**src/rtl/rlrl_pkg.sv**
```systemverilog
`default_nettype none
package rlrl_pkg;

  localparam int MAX_LAYERS  = 64;
  localparam int TABLE_DEPTH = 128;
  localparam int OWNER_DEPTH = TABLE_DEPTH - 1;
  localparam int R2_W        = 32;
  localparam int TOL_W       = 16;
  localparam int MODE_W      = 2;
  localparam int STATUS_W    = 2;
  localparam int LAYER_W     = 6;
  localparam int ADDR_W      = $clog2(TABLE_DEPTH);
  localparam int CNT_W       = ADDR_W + 1;
  localparam int LC_W        = $clog2(MAX_LAYERS + 1);
  localparam int OWN_W       = 7;

  localparam logic [OWN_W-1:0] GAP_MARK = OWN_W'(OWNER_DEPTH);

  typedef enum logic [1:0] {
    MODE_CLEAR,
    MODE_APPEND,
    MODE_QUERY,
    MODE_RSVD
  } mode_t;

  typedef enum logic [1:0] {
    ST_OK,
    ST_BAD,
    ST_FULL,
    ST_NONE
  } status_t;

  typedef enum logic [3:0] {
    S_IDLE,
    S_DECODE,
    S_APP_GAP,
    S_APP_LAYER,
    S_Q_SMAX,
    S_Q_IMIN,
    S_Q_SMIN,
    S_Q_OA,
    S_Q_OB,
    S_Q_OC,
    S_Q_OD,
    S_Q_OE,
    S_Q_EVAL,
    S_DONE
  } state_t;

  typedef enum logic [1:0] {
    SRCH_NONE,
    SRCH_MAX,
    SRCH_MIN,
    SRCH_STEP
  } srch_t;

  typedef enum logic [2:0] {
    OWN_NONE,
    OWN_A,
    OWN_B,
    OWN_C,
    OWN_D,
    OWN_E
  } own_t;

  typedef enum logic [2:0] {
    RES_OK0,
    RES_BAD,
    RES_FULL,
    RES_NONE,
    RES_IDX,
    RES_QUERY
  } res_t;

  typedef struct packed {
    logic  latch;
    logic  clr;
    logic  gap_wr;
    logic  layer_wr;
    srch_t srch;
    logic  imax_set;
    logic  imax_dir;
    logic  imin_set;
    logic  imin_zero;
    own_t  own;
    logic  res_set;
    res_t  res;
    logic  load;
  } rlrl_cmd_t;

  typedef struct packed {
    mode_t mode;
    logic  a_ge_b;
    logic  full;
    logic  bc_zero;
    logic  a_lt_last;
    logic  a_gt_tol;
    logic  q_empty;
    logic  q_outside;
    logic  hi_lt_rmax;
    logic  lo_ge_rmin;
    logic  srch_done;
    logic  out_free;
  } rlrl_sts_t;

endpackage
`default_nettype wire

```
**src/rtl/rlrl_ctrl.sv**
```systemverilog
`default_nettype none
module rlrl_ctrl (
  input  wire                 clk,
  input  wire                 rst,
  input  wire                 req_valid,
  output logic                req_ready,
  input  rlrl_pkg::rlrl_sts_t sts,
  output rlrl_pkg::rlrl_cmd_t cmd
);
  import rlrl_pkg::*;

  state_t state, state_next;

  always_ff @(posedge clk) begin
    if (rst) begin
      state <= S_IDLE;
    end else begin
      state <= state_next;
    end
  end

  always_comb begin
    state_next = state;
    case (state)
      S_IDLE: begin
        if (req_valid) state_next = S_DECODE;
      end
      S_DECODE: begin
        case (sts.mode)
          MODE_APPEND: begin
            if (sts.a_ge_b || sts.full) state_next = S_DONE;
            else if (sts.bc_zero) state_next = S_APP_GAP;
            else if (sts.a_lt_last) state_next = S_DONE;
            else if (sts.a_gt_tol) state_next = S_APP_GAP;
            else state_next = S_APP_LAYER;
          end
          MODE_QUERY: begin
            if (sts.q_empty || sts.q_outside) state_next = S_DONE;
            else if (sts.hi_lt_rmax) state_next = S_Q_SMAX;
            else state_next = S_Q_IMIN;
          end
          default: state_next = S_DONE;
        endcase
      end
      S_APP_GAP:   state_next = S_APP_LAYER;
      S_APP_LAYER: state_next = S_DONE;
      S_Q_SMAX: begin
        if (sts.srch_done) state_next = S_Q_IMIN;
      end
      S_Q_IMIN: begin
        if (sts.lo_ge_rmin) state_next = S_Q_SMIN;
        else state_next = S_Q_OA;
      end
      S_Q_SMIN: begin
        if (sts.srch_done) state_next = S_Q_OA;
      end
      S_Q_OA:   state_next = S_Q_OB;
      S_Q_OB:   state_next = S_Q_OC;
      S_Q_OC:   state_next = S_Q_OD;
      S_Q_OD:   state_next = S_Q_OE;
      S_Q_OE:   state_next = S_Q_EVAL;
      S_Q_EVAL: state_next = S_DONE;
      S_DONE: begin
        if (sts.out_free) state_next = S_IDLE;
      end
      default: state_next = S_IDLE;
    endcase
  end

  always_comb begin
    cmd       = '0;
    cmd.srch  = SRCH_NONE;
    cmd.own   = OWN_NONE;
    cmd.res   = RES_OK0;
    req_ready = 1'b0;
    case (state)
      S_IDLE: begin
        req_ready = 1'b1;
        cmd.latch = req_valid;
      end
      S_DECODE: begin
        case (sts.mode)
          MODE_CLEAR: begin
            cmd.clr     = 1'b1;
            cmd.res_set = 1'b1;
            cmd.res     = RES_OK0;
          end
          MODE_APPEND: begin
            if (sts.a_ge_b) begin
              cmd.res_set = 1'b1;
              cmd.res     = RES_BAD;
            end else if (sts.full) begin
              cmd.res_set = 1'b1;
              cmd.res     = RES_FULL;
            end else if (!sts.bc_zero && sts.a_lt_last) begin
              cmd.res_set = 1'b1;
              cmd.res     = RES_BAD;
            end
          end
          MODE_QUERY: begin
            if (sts.q_empty || sts.q_outside) begin
              cmd.res_set = 1'b1;
              cmd.res     = RES_NONE;
            end else if (sts.hi_lt_rmax) begin
              cmd.srch = SRCH_MAX;
            end else begin
              cmd.imax_dir = 1'b1;
            end
          end
          default: begin
            cmd.res_set = 1'b1;
            cmd.res     = RES_BAD;
          end
        endcase
      end
      S_APP_GAP: cmd.gap_wr = 1'b1;
      S_APP_LAYER: begin
        cmd.layer_wr = 1'b1;
        cmd.res_set  = 1'b1;
        cmd.res      = RES_IDX;
      end
      S_Q_SMAX: begin
        cmd.srch     = SRCH_STEP;
        cmd.imax_set = sts.srch_done;
      end
      S_Q_IMIN: begin
        if (sts.lo_ge_rmin) cmd.srch = SRCH_MIN;
        else cmd.imin_zero = 1'b1;
      end
      S_Q_SMIN: begin
        cmd.srch     = SRCH_STEP;
        cmd.imin_set = sts.srch_done;
      end
      S_Q_OA: cmd.own = OWN_A;
      S_Q_OB: cmd.own = OWN_B;
      S_Q_OC: cmd.own = OWN_C;
      S_Q_OD: cmd.own = OWN_D;
      S_Q_OE: cmd.own = OWN_E;
      S_Q_EVAL: begin
        cmd.res_set = 1'b1;
        cmd.res     = RES_QUERY;
      end
      S_DONE: cmd.load = sts.out_free;
      default: ;
    endcase
  end

endmodule
`default_nettype wire

```
**config.mk**
```make
export PLATFORM = sky130hd
export DESIGN_NAME = rlrl_ctrl
export DESIGN_NICKNAME = d
export VERILOG_FILES = /design/src/rtl/rlrl_pkg.sv /design/src/rtl/rlrl_ctrl.sv
export SDC_FILE = /design/constraint.sdc
export NUM_CORES = 1
export LEC_CHECK = 0
export BUFFER_PORTS_ARGS = -buffer_cell sky130_fd_sc_hd__buf_2
export CAP_MARGIN = 10
export CELL_PAD_IN_SITES_DETAIL_PLACEMENT = 1
export CELL_PAD_IN_SITES_GLOBAL_PLACEMENT = 2
export CORE_UTILIZATION = 25
export CTS_BUF_LIST = sky130_fd_sc_hd__clkbuf_2
export DETAILED_ROUTE_END_ITERATION = 8
export PLACE_DENSITY_LB_ADDON = 0.1
export SYNTH_ARGS = -nofsm -noshare
export SYNTH_HDL_FRONTEND = slang
export SYNTH_SLANG_ARGS = --single-unit
export TNS_END_PERCENT = 30
```
**constraint.sdc**
```tcl
create_clock -name clk -period 2.75 [get_ports clk]
set_clock_uncertainty 0.1 [all_clocks]
set_input_delay 0.4125 -clock clk [delete_from_list [all_inputs] [get_ports clk]]
set_output_delay 0.4125 -clock clk [all_outputs]
set_load 0.01 [all_outputs]
```
* Yosys cells after proc, flatten, opt, wreduce, memory -nomap -nowiden
Cells that the tools add are included.
** Cells by class
- Eq/ne operators :: 19
- Multiplexer cells :: 40
- Reduce and logical (&&, ||, !) cells :: 9
** Operators by type and width (number)
- 4-bit case mux with 13 select lines :: 1
- 4-bit two-way mux :: 12
- 4-bit equality test, second input constant :: 6
- 4-bit case mux with 3 select lines :: 2
- 1-bit two-way mux :: 19
- 4-bit by 3-bit equality test with 1-bit output, second input constant :: 4
- 3-bit case mux with 5 select lines :: 1
- 4-bit by 2-bit equality test with 1-bit output, second input constant :: 2
- 2-bit != test, second input constant :: 4
- 4-bit case mux with 2 select lines :: 1
- 2-bit two-way mux :: 3
- 2-bit case mux with 3 select lines :: 1
- 4-bit by 1-bit equality test with 1-bit output, second input constant :: 1
- 4-bit logical NOT :: 1
- 4-bit AND reduction :: 1
- 2-bit OR reduction :: 2
- 2-bit by 1-bit equality test with 1-bit output, second input constant :: 1
- 2-bit equality test, second input constant :: 1
- 2-bit logical NOT :: 1
- 1-bit logical OR :: 2
- 1-bit logical AND :: 1
- 1-bit logical NOT :: 1
** Word-level totals
- Register bits :: 4
- Bits of input ports :: 16

* Logic depth before layout (Yosys ltp)
- Depth in word-level cells :: 7
- Gate-level depth with buffers :: 6
- Mapped depth without buffers :: 6

* Least setup slack after synthesis
OpenSTA, ideal clock, no wires.
- Kind :: input to output
- From :: input sts[11] (netlist name)
- To :: output cmd[1] (netlist name)
- Arrival :: 1.348 ns
- Required time :: 2.237 ns
- Setup slack :: 0.889 ns
- Cell stages on the path :: 6
- Buffers on the path :: 0
- Path through :: inv_1 -> ha_1 -> o21a_1 -> nor2_1 -> a211o_1 -> a21oi_1
** RTL lines
- start: declaration :: RTL line rlrl_ctrl.sv:7 : input rlrl_pkg::rlrl_sts_t sts,
- end: declaration :: RTL line rlrl_ctrl.sv:8 : output rlrl_pkg::rlrl_cmd_t cmd

==> results.md <==
- Outcome: completed
- Lkg Pwr: 0.419 nW
- Max reg flops: 4
- # DRC: 0
- Peak VDD IR: 374 µV
- Final setup viols: 0
- CTS Buf Count: 3
- Clock slew at reported path FFs: 0.04 ns
- GRT overflow: 0
- Post-synthesis sequential element count: 4
- Crit. End Element: output pin
- Area contributors post-synth: dfxtp_1, ha_1, nor2_1
- Core box area: 2520 µm²
- Chip height: 54.1 µm
- Via count: 855
- Predominant post-synthesis flop cell: dfxtp_1
- CTS Sinks: 4
- Switch share: 0.542
- Sw Pwr: 0.000429 W
- Top-area cell type share of the netlist area: 0.118
- Clock network fraction of total power: 0.067
- Req. time, crit path: 2.24 ns
- Fin Setup TNS: 0 ns
- Chip width: 54.1 µm
- IO buf count: 34
- Area Overhead vs Synth: 29.2%
- Initial Utilization: 0.269
- Synthesized netlist cell count: 100
- Worst EP arrival: 1.63 ns
- Die area: 2920 µm²
- GRT Total Usage: 0.167
- # Post-CTS Setup Buffers: 0
- Initial antenna violation count: 0
- Yosys warnings: 0
- Largest net degree at the start of global routing: 22
- CTS Buffer Depth: 2
- Crit-path max FO: 5
- Setup CP Type: in2out
- Wire length on met3: 141 µm
- Final period util: 0.779
- Min-Delay Path Class: in2reg
- Worst-margin pin slew: 0.499 ns
- Fin cells: 163
- Max layer used: met4
- Placed Instances: 160
- RSZ-0062 raised after global routing: false
- Flop pwr share: 0.168
- Vias per inst: 5.25
- DP HPWL: 1780 µm
- Post-synth cell types: 39
- N_diodes: 0
- # resized after CTS: 0
- Final Power: 0.000791 W
- First DRT Iteration DRCs: 12
- Max Cap Viol: 0
- FP Rows: 18
- TritonRoute pass-1 iters: 4
- Largest register by flop count: state
- Post-Route M1 WL: 1130 µm
- Max H-tree Level: 1
- Vias in the first global route: 804
- Root Buffer: clkbuf_2
- First-pass GRT wire length: 3590 µm
- Worst r2r src: state[0]
- Fin nets: 155
- Post-route ant nets: 0
- Ports: 35
- Slew Limit Headroom: 0.667
- Sequential element share of the synthesized area: 0.118
- Comb power frac: 0.765
- Max-slew violation count: 0
- Wire per inst: 13.8 µm
- Biggest regs: state (4)
- Final Hold Fails: 0
- Synth area leader: dfxtp_1
- Clk Latency, worst-skew pair: 0.21 ns
- Synthesized Nets: 120
- Number of fill cells: 350
- CP startpoint kind: primary input
- Hold Buf Count CTS: 0
- Gp weighted congestion: 0.744
- Power Internal: 0.000362 W
- Met2 wire length: 942 µm
- Worst hold start: rst
- Fin crit period: 2.14 ns
- Crit path from: sts[11]
- Asr flop ratio synth: 0
- Share of layout cells above drive strength 1: 0.323
- F_max: 467 MHz
- Cell Area, Synth: 678 µm²
- Post-synth EDFFs: 0
- TritonCTS clock tree: done
- Final wirelength: 2250 µm
- Average cell area after synthesis: 6.78 µm²
- Pwr/cell area: 903 nW/µm²
-- critical path, stage by stage --
cell	delay [ns]
buf_2	0.12
inv_1	0.08
ha_1	0.25
o21a_1	0.20
nor2_1	0.05
a211o_1	0.25
a21oi_1	0.13
buf_2	0.14
-- synthesized netlist by cell type (all sizes together) (2+ instances only) --
master	n
nor3b	3
o21ai	5
dfxtp	4
nand2b	4
nor2	13
nand3b	2
o31ai	2
and2	2
nor2b	2
a31oi	3
nor3	7
nand2	5
clkbuf	2
buf	5
a211o	2
inv	8
nor4	2
a21oi	8
ha	4
a211oi	2
-- per-layer routing --
layer  vias to the layer above  GRT usage
met2                        31      0.272
met5                         -          0
li1                        431          -
met3                         4    0.00847
met1                       389      0.231
met4                         0     0.0556
-- power groups by stage --
stage | Clock [W] | Combinational [W] | Sequential [W]
after global routing | 0.0000559 | 0.000682 | 0.000139
after detailed placement | 0 | 0.000611 | 0.000133
after CTS | 0.0000553 | 0.000615 | 0.000133
after floorplan | 0 | 0.000466 | 0.000108
final | 0.0000532 | 0.000605 | 0.000133
after global placement | 0 | 0.000611 | 0.000135
-- worst paths after layout --
| check | endpoint | slack [ns] | cells past startpoint |
|---|---|---|---|
| worst max-delay path | cmd[1] | 0.61 | 8 |
| worst min-delay path | state[0] | 0.32 | 2 |
| worst max register to register | state[0] | 1.07 | 4 |
| worst min register to register | state[1] | 0.63 | 2 |
-- cells by family after synthesis --
group	synth area share
simple gates	0.352
compound gates	0.327
buf+inv	0.114
fa+ha+maj	0.0738
flops	0.118
mux	0.0148
-- cell usage in the layout, fill, tap and decap left out, types with 3 or more instances in the layout --
master / count
clkbuf_2: 3
nand2b_1: 3
nor3_1: 7
a31oi_1: 3
buf_4: 3
nor2_1: 13
ha_1: 4
buf_2: 34
dfxtp_1: 4
nand2_1: 5
o21ai_0: 4
inv_1: 8
nor3b_1: 3
a21oi_1: 8
-- stage by stage --
| stage | hold slack, ns | area (µm²) | worst slack [ns] | utilization |
|---|---|---|---|---|
| floorplan | 0.379 | 678 | 0.889 | - |
| global placement | 0.538 | 861 | 0.651 | 0.341 |
| detailed placement | 0.540 | 861 | 0.616 | 0.341 |
| CTS | 0.318 | 876 | 0.611 | 0.347 |
| global route | 0.330 | 876 | 0.492 | 0.347 |
| finish | 0.325 | 876 | 0.608 | 0.347 |
-- area by class of cell --
class,instances,area [µm²],share of cell area
inverters,8,30.0,0.0343
well taps,30,37.5,0.0429
repair buffers,37,193,0.220
multi-input cells,81,520,0.594
clock buffers,3,15.0,0.0171
flip-flops and latches,4,80.1,0.0914
Note: power is estimated with default switching activity, not from simulation.
